## src/hw/rtl/fpd_pkg.sv

```systemverilog
// Package for the FSK period demodulator: widths, register indexes, reset
// values, command codes and the structs passed between the blocks.
// No dependencies.
package fpd_pkg;

  localparam int TIME_WIDTH      = 16;
  localparam int PERIOD_WIDTH    = TIME_WIDTH + 1;
  localparam int DATA_BITS       = 8;
  localparam int BIT_INDEX_WIDTH = 4;
  localparam int OUT_WIDTH       = 8;
  localparam int CFG_WIDTH       = 16;
  localparam int CFG_INDEX_WIDTH = 2;

  // Register indexes
  localparam logic [CFG_INDEX_WIDTH-1:0] CFG_COUNTER_MODULUS  = 2'd0;
  localparam logic [CFG_INDEX_WIDTH-1:0] CFG_TONE_THRESHOLD   = 2'd1;
  localparam logic [CFG_INDEX_WIDTH-1:0] CFG_MIN_START_PERIOD = 2'd2;

  // Register reset values
  localparam logic [CFG_WIDTH-1:0] RST_COUNTER_MODULUS  = 16'd50000;
  localparam logic [CFG_WIDTH-1:0] RST_TONE_THRESHOLD   = 16'd15500;
  localparam logic [CFG_WIDTH-1:0] RST_MIN_START_PERIOD = 16'd5000;

  // Item commands
  localparam logic CMD_CAPTURE = 1'b0;
  localparam logic CMD_TICK    = 1'b1;

  typedef struct packed {
    logic                  command;
    logic [TIME_WIDTH-1:0] capture_time;
  } fpd_item_t;

  typedef struct packed {
    logic [TIME_WIDTH-1:0] counter_modulus;
    logic [TIME_WIDTH-1:0] tone_threshold;
    logic [TIME_WIDTH-1:0] min_start_period;
  } fpd_cfg_t;

  // period_next: period of the capture being processed now
  // last_period: stored period of the most recent capture
  typedef struct packed {
    logic [PERIOD_WIDTH-1:0] period_next;
    logic [PERIOD_WIDTH-1:0] last_period;
  } fpd_period_t;

  typedef struct packed {
    logic                 valid;
    logic [OUT_WIDTH-1:0] data;
  } fpd_result_t;

endpackage

```

## src/hw/rtl/fpd_period.sv

```systemverilog
// Period measurement between successive captures, wrapping at the modulus.
// Depends on fpd_pkg.
module fpd_period (
  input  logic                           clk,
  input  logic                           rst,
  input  logic                           capture,
  input  logic [fpd_pkg::TIME_WIDTH-1:0] capture_time,
  input  logic [fpd_pkg::TIME_WIDTH-1:0] counter_modulus,
  output fpd_pkg::fpd_period_t           period
);

  logic [fpd_pkg::TIME_WIDTH-1:0]   previous_capture;
  logic [fpd_pkg::PERIOD_WIDTH-1:0] last_period;
  logic [fpd_pkg::PERIOD_WIDTH-1:0] cap_ext;
  logic [fpd_pkg::PERIOD_WIDTH-1:0] prev_ext;
  logic [fpd_pkg::PERIOD_WIDTH-1:0] mod_ext;
  logic [fpd_pkg::PERIOD_WIDTH-1:0] period_next;

  assign cap_ext  = {1'b0, capture_time};
  assign prev_ext = {1'b0, previous_capture};
  assign mod_ext  = {1'b0, counter_modulus};

  // wrapped case goes negative when the modulus is smaller than the gap
  // (out of range captures); keep low bits only
  always_comb begin
    if (capture_time >= previous_capture) begin
      period_next = cap_ext - prev_ext;
    end else begin
      period_next = mod_ext + cap_ext - prev_ext;
    end
  end

  always_ff @(posedge clk) begin
    if (rst) begin
      previous_capture <= '0;
      last_period      <= '0;
    end else if (capture) begin
      previous_capture <= capture_time;
      last_period      <= period_next;
    end
  end

  assign period.period_next = period_next;
  assign period.last_period = last_period;

endmodule

```

## src/hw/rtl/fpd_framer.sv

```systemverilog
// Start detection, bit sampling and odd parity check for one serial byte.
// Depends on fpd_pkg.
module fpd_framer (
  input  logic                          clk,
  input  logic                          rst,
  input  logic                          step,
  input  logic                          command,
  input  fpd_pkg::fpd_period_t          period,
  input  logic [fpd_pkg::TIME_WIDTH-1:0] tone_threshold,
  input  logic [fpd_pkg::TIME_WIDTH-1:0] min_start_period,
  output fpd_pkg::fpd_result_t          result
);

  localparam logic [1:0] PH_IDLE  = 2'd0;
  localparam logic [1:0] PH_WAIT  = 2'd1;
  localparam logic [1:0] PH_READ  = 2'd2;
  localparam logic [1:0] PH_CHECK = 2'd3;

  logic [1:0]                           phase;
  logic [1:0]                           phase_next;
  logic                                 wait_count;
  logic                                 wait_count_next;
  logic [fpd_pkg::DATA_BITS-1:0]        shift_byte;
  logic [fpd_pkg::DATA_BITS-1:0]        shift_byte_next;
  logic [fpd_pkg::BIT_INDEX_WIDTH-1:0]  bit_index;
  logic [fpd_pkg::BIT_INDEX_WIDTH-1:0]  bit_index_next;
  logic                                 parity_bit;
  logic                                 parity_bit_next;
  logic [fpd_pkg::PERIOD_WIDTH-1:0]     thr_ext;
  logic [fpd_pkg::PERIOD_WIDTH-1:0]     min_ext;
  logic                                 start_tone;
  logic                                 sample;
  logic                                 data_done;

  assign thr_ext    = {1'b0, tone_threshold};
  assign min_ext    = {1'b0, min_start_period};
  assign start_tone = (period.period_next < thr_ext) && (period.period_next > min_ext);
  assign sample     = period.last_period > thr_ext;
  assign data_done  = bit_index >= fpd_pkg::BIT_INDEX_WIDTH'(fpd_pkg::DATA_BITS);

  always_comb begin
    phase_next      = phase;
    wait_count_next = wait_count;
    shift_byte_next = shift_byte;
    bit_index_next  = bit_index;
    parity_bit_next = parity_bit;
    result.valid    = 1'b0;
    result.data     = fpd_pkg::OUT_WIDTH'(shift_byte);
    if (command == fpd_pkg::CMD_CAPTURE) begin
      unique case (phase)
        PH_IDLE: begin
          if (start_tone) begin
            phase_next = PH_WAIT;
          end
        end
        PH_WAIT: begin
          if (wait_count) begin
            wait_count_next = 1'b0;
            phase_next      = PH_READ;
          end else begin
            wait_count_next = 1'b1;
          end
        end
        default: begin
        end
      endcase
    end else begin
      unique case (phase)
        PH_READ: begin
          if (data_done) begin
            parity_bit_next = sample;
            bit_index_next  = '0;
            phase_next      = PH_CHECK;
          end else begin
            // MSB first: bit k lands at DATA_BITS-1-k
            for (int i = 0; i < fpd_pkg::DATA_BITS; i++) begin
              if (bit_index == fpd_pkg::BIT_INDEX_WIDTH'(fpd_pkg::DATA_BITS - 1 - i)) begin
                shift_byte_next[i] = shift_byte[i] | sample;
              end
            end
            bit_index_next = bit_index + 1'b1;
          end
        end
        PH_CHECK: begin
          // odd parity over data plus parity bit
          result.valid    = (^shift_byte) != parity_bit;
          shift_byte_next = '0;
          parity_bit_next = 1'b0;
          phase_next      = PH_IDLE;
        end
        default: begin
        end
      endcase
    end
    if (!step) begin
      result.valid = 1'b0;
    end
  end

  always_ff @(posedge clk) begin
    if (rst) begin
      phase      <= PH_IDLE;
      wait_count <= 1'b0;
      shift_byte <= '0;
      bit_index  <= '0;
      parity_bit <= 1'b0;
    end else if (step) begin
      phase      <= phase_next;
      wait_count <= wait_count_next;
      shift_byte <= shift_byte_next;
      bit_index  <= bit_index_next;
      parity_bit <= parity_bit_next;
    end
  end

endmodule

```

## src/hw/rtl/fsk_period_demodulator_core.sv

```systemverilog
// Top level of the FSK period demodulator: input register, configuration
// registers, period unit, framer and output register.
// Depends on fpd_pkg, fpd_period, fpd_framer.
//
//  channel  | handshake             | payload
//  ---------+-----------------------+-------------------------------
//  input    | in_valid / in_ready   | command, capture_time
//  output   | out_valid / out_ready | data_byte
//  config   | cfg_write             | cfg_index, cfg_data
//
// One item per cycle sustained unless the output stalls. An accepted item waits
// in the input register until it moves on; out_valid rises as the tick that
// completes the parity check moves from the input to the output register.
// in_ready drops only while the input register holds an item and the output
// register holds a byte that out_ready has not taken.
// rst (synchronous, active high) empties both registers, sets the framer
// idle, clears the stored capture and period, and loads register defaults.
module fsk_period_demodulator_core (
  input  logic                                clk,
  input  logic                                rst,
  input  logic                                in_valid,
  output logic                                in_ready,
  input  logic                                command,
  input  logic [fpd_pkg::TIME_WIDTH-1:0]      capture_time,
  output logic                                out_valid,
  input  logic                                out_ready,
  output logic [fpd_pkg::OUT_WIDTH-1:0]       data_byte,
  input  logic                                cfg_write,
  input  logic [fpd_pkg::CFG_INDEX_WIDTH-1:0] cfg_index,
  input  logic [fpd_pkg::CFG_WIDTH-1:0]       cfg_data
);

  fpd_pkg::fpd_cfg_t    cfg;
  fpd_pkg::fpd_item_t   item;
  fpd_pkg::fpd_period_t period;
  fpd_pkg::fpd_result_t result;
  logic                 item_valid;
  logic                 step;

  // Configuration registers; unknown indexes are dropped
  always_ff @(posedge clk) begin
    if (rst) begin
      cfg.counter_modulus  <= fpd_pkg::RST_COUNTER_MODULUS;
      cfg.tone_threshold   <= fpd_pkg::RST_TONE_THRESHOLD;
      cfg.min_start_period <= fpd_pkg::RST_MIN_START_PERIOD;
    end else if (cfg_write) begin
      unique case (cfg_index)
        fpd_pkg::CFG_COUNTER_MODULUS:  cfg.counter_modulus  <= cfg_data;
        fpd_pkg::CFG_TONE_THRESHOLD:   cfg.tone_threshold   <= cfg_data;
        fpd_pkg::CFG_MIN_START_PERIOD: cfg.min_start_period <= cfg_data;
        default: begin
        end
      endcase
    end
  end

  // Held item moves on whenever the output register is free or being drained
  assign step     = item_valid && (!out_valid || out_ready);
  assign in_ready = !item_valid || step;

  always_ff @(posedge clk) begin
    if (rst) begin
      item_valid <= 1'b0;
    end else if (in_ready) begin
      item_valid <= in_valid;
    end
  end

  always_ff @(posedge clk) begin
    if (in_ready && in_valid) begin
      item.command      <= command;
      item.capture_time <= capture_time;
    end
  end

  fpd_period u_period (
    .clk             (clk),
    .rst             (rst),
    .capture         (step && (item.command == fpd_pkg::CMD_CAPTURE)),
    .capture_time    (item.capture_time),
    .counter_modulus (cfg.counter_modulus),
    .period          (period)
  );

  fpd_framer u_framer (
    .clk              (clk),
    .rst              (rst),
    .step             (step),
    .command          (item.command),
    .period           (period),
    .tone_threshold   (cfg.tone_threshold),
    .min_start_period (cfg.min_start_period),
    .result           (result)
  );

  // Output register
  always_ff @(posedge clk) begin
    if (rst) begin
      out_valid <= 1'b0;
    end else if (step) begin
      out_valid <= result.valid;
    end else if (out_ready) begin
      out_valid <= 1'b0;
    end
  end

  always_ff @(posedge clk) begin
    if (step && result.valid) begin
      data_byte <= result.data;
    end
  end

endmodule

```

## config.mk

```make
export PLATFORM = sky130hd
export DESIGN_NAME = fsk_period_demodulator_core
export DESIGN_NICKNAME = d
export VERILOG_FILES = /design/src/hw/rtl/fpd_pkg.sv /design/src/hw/rtl/fpd_period.sv /design/src/hw/rtl/fpd_framer.sv /design/src/hw/rtl/fsk_period_demodulator_core.sv
export SDC_FILE = /design/constraint.sdc
export NUM_CORES = 1
export LEC_CHECK = 0
export BUFFER_PORTS_ARGS = -buffer_cell sky130_fd_sc_hd__buf_2
export CORE_MARGIN = 5
export CORE_UTILIZATION = 40
export CTS_BUF_LIST = sky130_fd_sc_hd__clkbuf_2 sky130_fd_sc_hd__clkbuf_4 sky130_fd_sc_hd__clkbuf_8
export DETAILED_ROUTE_END_ITERATION = 16
export SYNTH_ARGS = -nofsm -noshare
export SYNTH_HDL_FRONTEND = slang
export SYNTH_SLANG_ARGS = --single-unit
export TNS_END_PERCENT = 30
```

## constraint.sdc

```tcl
create_clock -name clk -period 12.1 [get_ports clk]
set_input_delay 2.42 -clock clk [delete_from_list [all_inputs] [get_ports clk]]
set_output_delay 2.42 -clock clk [all_outputs]
set_load 0.005 [all_outputs]
```

Word level (Yosys, flattened, before mapping)
Cells that the tools add are included.
{ "word_totals": {"regBits": 124, "latch_bits": 0, "ramBits": 0, "rom_bits": 0, "input_bits": 40, "n_memories": 0} }
{ "op_classes": {"add_sub_neg": 4, "n_mul": 0, "div_mod_pow": 0, "order_cmp": 5, "eq_ne": 27, "shifts": 0, "n_mux": 26, "bitwise_logic": 9, "n_reduce_logical": 31} }
{ "op_table": {"columns": ["cell", "n"], "rows": [
  ["$reduce_and A5 Y1", 8],
  ["$gt A17 B16 Y1", 2],
  ["$ne A2 B1 Y1 const B", 9],
  ["$add A16 B16 Y17", 1],
  ["$lt A17 B16 Y1", 1],
  ["$mux W17", 1],
  ["$sub A16 B16 Y17", 1],
  ["$sub A17 B16 Y17", 1],
  ["$eq A4 B3 Y1 const B", 4],
  ["$ge A16 B16 Y1", 1],
  ["$pmux W8 S2", 1],
  ["$mux W1", 15],
  ["$ne A3 B2 Y1 const B", 3],
  ["$eq A4 B2 Y1 const B", 2],
  ["$mux W2", 4],
  ["$mux W8", 1],
  ["$or A1 B1 Y1", 8],
  ["$pmux W2 S2", 2],
  ["$reduce_xor A8 Y1", 1],
  ["$eq A2 B2 Y1 const B", 3],
  ["$reduce_and A2 Y1", 3],
  ["$reduce_and A3 Y1", 2],
  ["$reduce_and A6 Y1", 1],
  ["$logic_and A1 B1 Y1", 5],
  ["17 further kinds", 22]
]} }

Logic depth before layout (Yosys ltp)
{ "depth": {"word_depth": 8, "ltp_mapped": 20, "mapped_depth_nobuf": 20} }

Hierarchy
Synthesis repeated with hierarchy kept, for this count alone.
{ "hier_totals": {"hier_cells": 952, "area_unflattened_um2": 8431.8} }
{ "modules_own_cells": {"columns": ["mod", "instances", "cells_per_inst", "area_each_um2", "seq_area_each_um2"], "rows": [
  ["fpd_period", 1, 471, 3648.5, 660.6],
  ["fsk_period_demodulator_core", 1, 231, 2831.5, 1751.7],
  ["fpd_framer", 1, 250, 1951.9, 320.3]
]} }

Least setup slack after synthesis
No wires, ideal clock.
{ "synth_timing": {"kind": "in2out", "startpoint": "in out_ready", "endpoint": "out in_ready", "t_arrival_ns": 2.594, "t_required_ns": 9.680, "path_slack_ns": 7.086, "path_stages": 1, "n_path_buf": 0, "cell_sequence": "nand3b_1"} }
{ "synth_via": {"elab_chain_cells": 3} }
{ "synth_lines": {"columns": ["element", "line_no", "rtl"], "rows": [
  ["start, declared", "fsk_period_demodulator_core.sv:26", "input logic out_ready,"],
  ["$logic_or A1 B1 Y1", "fsk_period_demodulator_core.sv:58", "assign step = item_valid && (!out_valid || out_ready);"],
  ["$logic_and A1 B1 Y1", "fsk_period_demodulator_core.sv:58", null],
  ["$logic_or A1 B1 Y1", "fsk_period_demodulator_core.sv:59", "assign in_ready = !item_valid || step;"],
  ["end, declared", "fsk_period_demodulator_core.sv:22", "output logic in_ready,"]
]} }
Every way passes these cells.

Worst setup path in the final report
Ends and elaborated chain as after synthesis.

==> report_table.html <==
<table>
<tr><th>Metric</th><th>Value</th></tr>
<tr><th colspan="2">Placement</th></tr>
<tr><td>Minimum setup slack after placement</td><td>6.847 ns</td></tr>
<tr><td>Detailed-placement wirelength estimate</td><td>14060 µm</td></tr>
<tr><td>Number of buffers inserted by port buffering</td><td>49</td></tr>
<tr><td>Inst Count DP</td><td>1237</td></tr>
<tr><td>Routability-driven placement congestion ratio</td><td>0.8415</td></tr>
<tr><th colspan="2">Floorplanning</th></tr>
<tr><td>Starting utilization of the core area</td><td>40.73%</td></tr>
<tr><td>Area of the core</td><td>0.01953 mm²</td></tr>
<tr><td>Horizontal die dimension</td><td>151.0 µm</td></tr>
<tr><td>Top Ports</td><td>50</td></tr>
<tr><td>Die Height</td><td>151.0 µm</td></tr>
<tr><td>Number of core rows</td><td>51</td></tr>
<tr><td>Overall die area</td><td>0.02281 mm²</td></tr>
<tr><th colspan="2">Global route</th></tr>
<tr><td>Overflow after GRT</td><td>0</td></tr>
<tr><td>Wire length of the first global-routing pass</td><td>30100 µm</td></tr>
<tr><td>Number of antenna violations at the first check in global routing</td><td>0</td></tr>
<tr><td>Via count of the first global-routing pass</td><td>6015</td></tr>
<tr><td>Maximum number of pins on one net before global-route repair</td><td>94</td></tr>
<tr><td>Total routing resource utilization after global routing</td><td>16.89%</td></tr>
<tr><th colspan="2">Synth</th></tr>
<tr><td>Number of register bits inferred by synthesis</td><td>124</td></tr>
<tr><td>Mean post-synth cell area</td><td>8.346 µm²</td></tr>
<tr><td>Post-synth design cell area</td><td>0.007954 mm²</td></tr>
<tr><td>Synth warnings</td><td>0</td></tr>
<tr><td>Number of nets in the synthesized netlist</td><td>1093</td></tr>
<tr><td>Share of synthesized area occupied by flip-flops and latches</td><td>34.36%</td></tr>
<tr><td>Fraction of synthesis flops using an asynchronous set or reset pin</td><td>0%</td></tr>
<tr><td>Distinct cell type count after synthesis</td><td>62</td></tr>
<tr><td>Cells after synthesis</td><td>953</td></tr>
<tr><td>Main flop type after synthesis</td><td>dfxtp_1</td></tr>
<tr><td>Post-synth EDFFs</td><td>25</td></tr>
<tr><th colspan="2">Setup path</th></tr>
<tr><td>Setup crit start kind</td><td>input port</td></tr>
<tr><td>Type of destination of the critical path</td><td>output port</td></tr>
<tr><td>Start point of the critical path</td><td>out_ready</td></tr>
<tr><td>Crit path max fanout</td><td>3</td></tr>
<tr><td>Critical path class</td><td>input port to output port</td></tr>
<tr><td>Setup slack, reg-to-reg</td><td>7.32 ns</td></tr>
<tr><td>CP Data Arrival Time</td><td>2.83 ns</td></tr>
<tr><td>Worst reg2reg startpoint</td><td>item[1]</td></tr>
<tr><td>WP data required</td><td>9.68 ns</td></tr>
<tr><th colspan="2">Routing</th></tr>
<tr><td>Overall routed net length</td><td>18620 µm</td></tr>
<tr><td>Routed length per instance</td><td>14.68 µm</td></tr>
<tr><td>Routed vias</td><td>6433</td></tr>
<tr><td>DRC violation count after routing</td><td>0</td></tr>
<tr><td>DRC violation total after the first TritonRoute iteration</td><td>298</td></tr>
<tr><td>Vias/cell</td><td>5.069</td></tr>
<tr><td>First drt pass iteration count</td><td>5</td></tr>
<tr><td>Final ANT Viol Nets</td><td>0</td></tr>
<tr><th colspan="2">Power and ir drop</th></tr>
<tr><td>Internal cell power</td><td>0.7551 mW</td></tr>
<tr><td>Clock share of power</td><td>31.8%</td></tr>
<tr><td>Highest ir drop seen on vdd</td><td>0.00006825 V</td></tr>
<tr><td>Switching pwr</td><td>0.4243 mW</td></tr>
<tr><td>Comb pwr share</td><td>30.0%</td></tr>
<tr><td>Sequential share of power</td><td>38.2%</td></tr>
<tr><td>Pwr/cell area</td><td>133.7 mW/mm²</td></tr>
<tr><td>Sw frac</td><td>35.98%</td></tr>
<tr><td>Total leakage power</td><td>3.722 nW</td></tr>
<tr><th colspan="2">Worst hold path</th></tr>
<tr><td>Hold Path Origin</td><td>cfg[25]</td></tr>
<tr><td>HP Class</td><td>register to register</td></tr>
<tr><th colspan="2">Timing</th></tr>
<tr><td>Peak Freq</td><td>0.1905 GHz</td></tr>
<tr><td>Final worst-path setup slack</td><td>6.852 ns</td></tr>
<tr><td>Setup TNS</td><td>0 ns</td></tr>
<tr><td>Worst relative slew slack</td><td>30.07%</td></tr>
<tr><td>Worst clock skew</td><td>0.01143 ns</td></tr>
<tr><td>Final min period</td><td>5.248 ns</td></tr>
<tr><td>RSZ-0062 raised after global routing</td><td>no</td></tr>
<tr><td>Slew at the pin with the worst max-slew slack</td><td>1.049 ns</td></tr>
<tr><td>Final Slew Violations</td><td>0</td></tr>
<tr><td>Count of final setup violators</td><td>0</td></tr>
<tr><td>Post-route clock period utilization</td><td>43.37%</td></tr>
<tr><td>Final count of hold timing violations</td><td>0</td></tr>
<tr><th colspan="2">CTS</th></tr>
<tr><td>TritonCTS clock tree</td><td>done</td></tr>
<tr><td>Post-CTS setup buffers</td><td>0</td></tr>
<tr><td>TritonCTS Buffers</td><td>17</td></tr>
<tr><td>Clock-pin slew on the worst setup and hold paths</td><td>0.08 ns</td></tr>
<tr><td>CTS max path bufs</td><td>2</td></tr>
<tr><td>Level count of the clock H-tree</td><td>4</td></tr>
<tr><td>Clock sinks</td><td>124</td></tr>
<tr><td>Clock tree root buffer cell</td><td>clkbuf_8</td></tr>
<tr><td>Number of cells upsized or downsized after cts</td><td>0</td></tr>
<tr><td>Number of hold buffers added after cts</td><td>0</td></tr>
<tr><td>Clock Latency Late Sink</td><td>0.47 ns</td></tr>
<tr><th colspan="2">Finish</th></tr>
<tr><td>Fillers</td><td>2023</td></tr>
<tr><td>Post-route insts no fill</td><td>1269</td></tr>
<tr><td>Area Growth Syn to Fin</td><td>10.92%</td></tr>
<tr><td>Commonest cells after routing, fill and taps aside</td><td>nand2_1 (129), inv_1 (118), a21oi_1 (107)</td></tr>
<tr><td>Diodes inserted</td><td>0</td></tr>
<tr><td>Finished Core Util</td><td>45.18%</td></tr>
<tr><td>Final #Nets</td><td>1131</td></tr>
<tr><td>Layout cells sized above 1</td><td>9.661%</td></tr>
<tr><td>Commonest non-fill, non-tap cell in the layout</td><td>nand2_1</td></tr>
<tr><th colspan="2">Run status</th></tr>
<tr><td>Run status</td><td>completed</td></tr>
<tr><th colspan="2">Job</th></tr>
<tr><td>Max-cap violation count</td><td>0</td></tr>
</table>
synthesized netlist by cell type, types with 2 or more instances:
cell type | instances | area [µm²]
nand3b_1 | 4 | 30.03
xor2_1 | 8 | 70.07
o2111ai_1 | 4 | 35.03
a221oi_1 | 3 | 26.28
fa_1 | 17 | 340.3
o31a_1 | 2 | 17.52
nor3b_1 | 4 | 30.03
a21oi_1 | 107 | 535.5
o21ai_0 | 26 | 130.1
and3_1 | 3 | 18.77
a311oi_1 | 4 | 35.03
xnor2_1 | 24 | 210.2
nor2b_1 | 11 | 68.82
a21o_1 | 15 | 112.6
nor3_1 | 14 | 70.07
o21bai_1 | 3 | 22.52
a211oi_1 | 10 | 75.07
nor4_1 | 5 | 31.28
and3b_1 | 3 | 26.28
edfxtp_1 | 25 | 750.7
clkbuf_1 | 29 | 108.9
and4_1 | 2 | 17.52
buf_2 | 3 | 15.01
or4_1 | 2 | 15.01
a31oi_1 | 3 | 18.77
o21a_1 | 18 | 135.1
a211o_1 | 21 | 183.9
dfxtp_1 | 99 | 1982
and2_1 | 2 | 12.51
mux2i_1 | 6 | 60.06
mux2_2 | 4 | 45.04
nand4_1 | 9 | 56.30
o31ai_1 | 4 | 30.03
or3_1 | 7 | 43.79
inv_1 | 118 | 442.9
a41oi_1 | 2 | 17.52
a221o_1 | 3 | 30.03
ha_1 | 83 | 1039
nand2_1 | 129 | 484.2
nand2b_1 | 6 | 37.54
nand3_1 | 16 | 80.08
o211ai_1 | 5 | 37.54
nor2_1 | 71 | 266.5
area by class of cell:
cell class / instances / area (µm²) / share of cell area [%]
repair buffers: 53 / 275.3 / 3.120
clock buffers: 17 / 234.0 / 2.652
clock inverters: 15 / 152.6 / 1.730
flip-flops and latches: 124 / 2733 / 30.97
inverters: 118 / 442.9 / 5.021
well taps: 265 / 331.6 / 3.758
multi-input cells: 677 / 4653 / 52.74
registers in the layout, summed over array words and instances (netlist names):
register and cells:
out_valid 1, u_period.previous_capture 16, u_framer.bit_index 4, u_framer.parity_bit 1, item 17, cfg 48, u_framer.phase 2, u_framer.wait_count 1
u_framer.shift_byte 8, item_valid 1, u_period.last_period 17, data_byte 8
critical path, stage by stage:
cell	delay, ns
buf_2	0.10
nand3b_1	0.17
buf_2	0.14
cells by family (layout without fill, tap and decap cells):
logic type	count (synthesis)	in the layout	synth area share (%)
adder cells (fa/ha/maj)	100	100	17.34
XOR/XNOR	32	32	3.524
AND/OR/NAND/NOR	294	294	16.88
multiplexers	10	10	1.321
AO/OA/AOI/OAI	241	241	19.32
buffers and inverters	152	203	7.267
flip-flops	124	124	34.36
metrics by stage:
| step | hold slack (ns) | area [µm²] | power, mW |
|---|---|---|---|
| floorplan | 0.4363 | 7954 | 0.7245 |
| global placement | 0.4428 | 8436 | 0.8068 |
| detailed placement | 0.4465 | 8436 | 0.8125 |
| CTS | 0.4586 | 8822 | 1.189 |
| global route | 0.4770 | 8822 | 1.259 |
| finish | 0.4576 | 8822 | 1.179 |
final timing paths:
kind | to | cells past startpoint
max | in_ready | 3
min | cfg[25] | 2
max reg2reg | u_framer.phase[0] | 19
min reg2reg | cfg[25] | 2
power by group through the flow:
stage	Clock (mW)	Combinational (mW)	Sequential, mW
floorplan	0	0.269	0.455
global placement	0	0.347	0.460
detailed placement	0	0.352	0.460
CTS	0.384	0.355	0.451
global route	0.404	0.402	0.453
finish	0.375	0.354	0.451
routing by layer:
metal / wire (µm) / part of all wire [%] / global-route usage [%] / vias to the layer above
li1: - / - / - / 3361
met1: 9238 / 50 / 23.13 / 2965
met3: 611 / 3.3 / 3.262 / 19
met2: 8566 / 46 / 27.31 / 88
met4: 206 / 1.1 / 4.624 / 0
met5: 0 / 0 / 0 / -
Note: power is estimated with default switching activity, not from simulation.
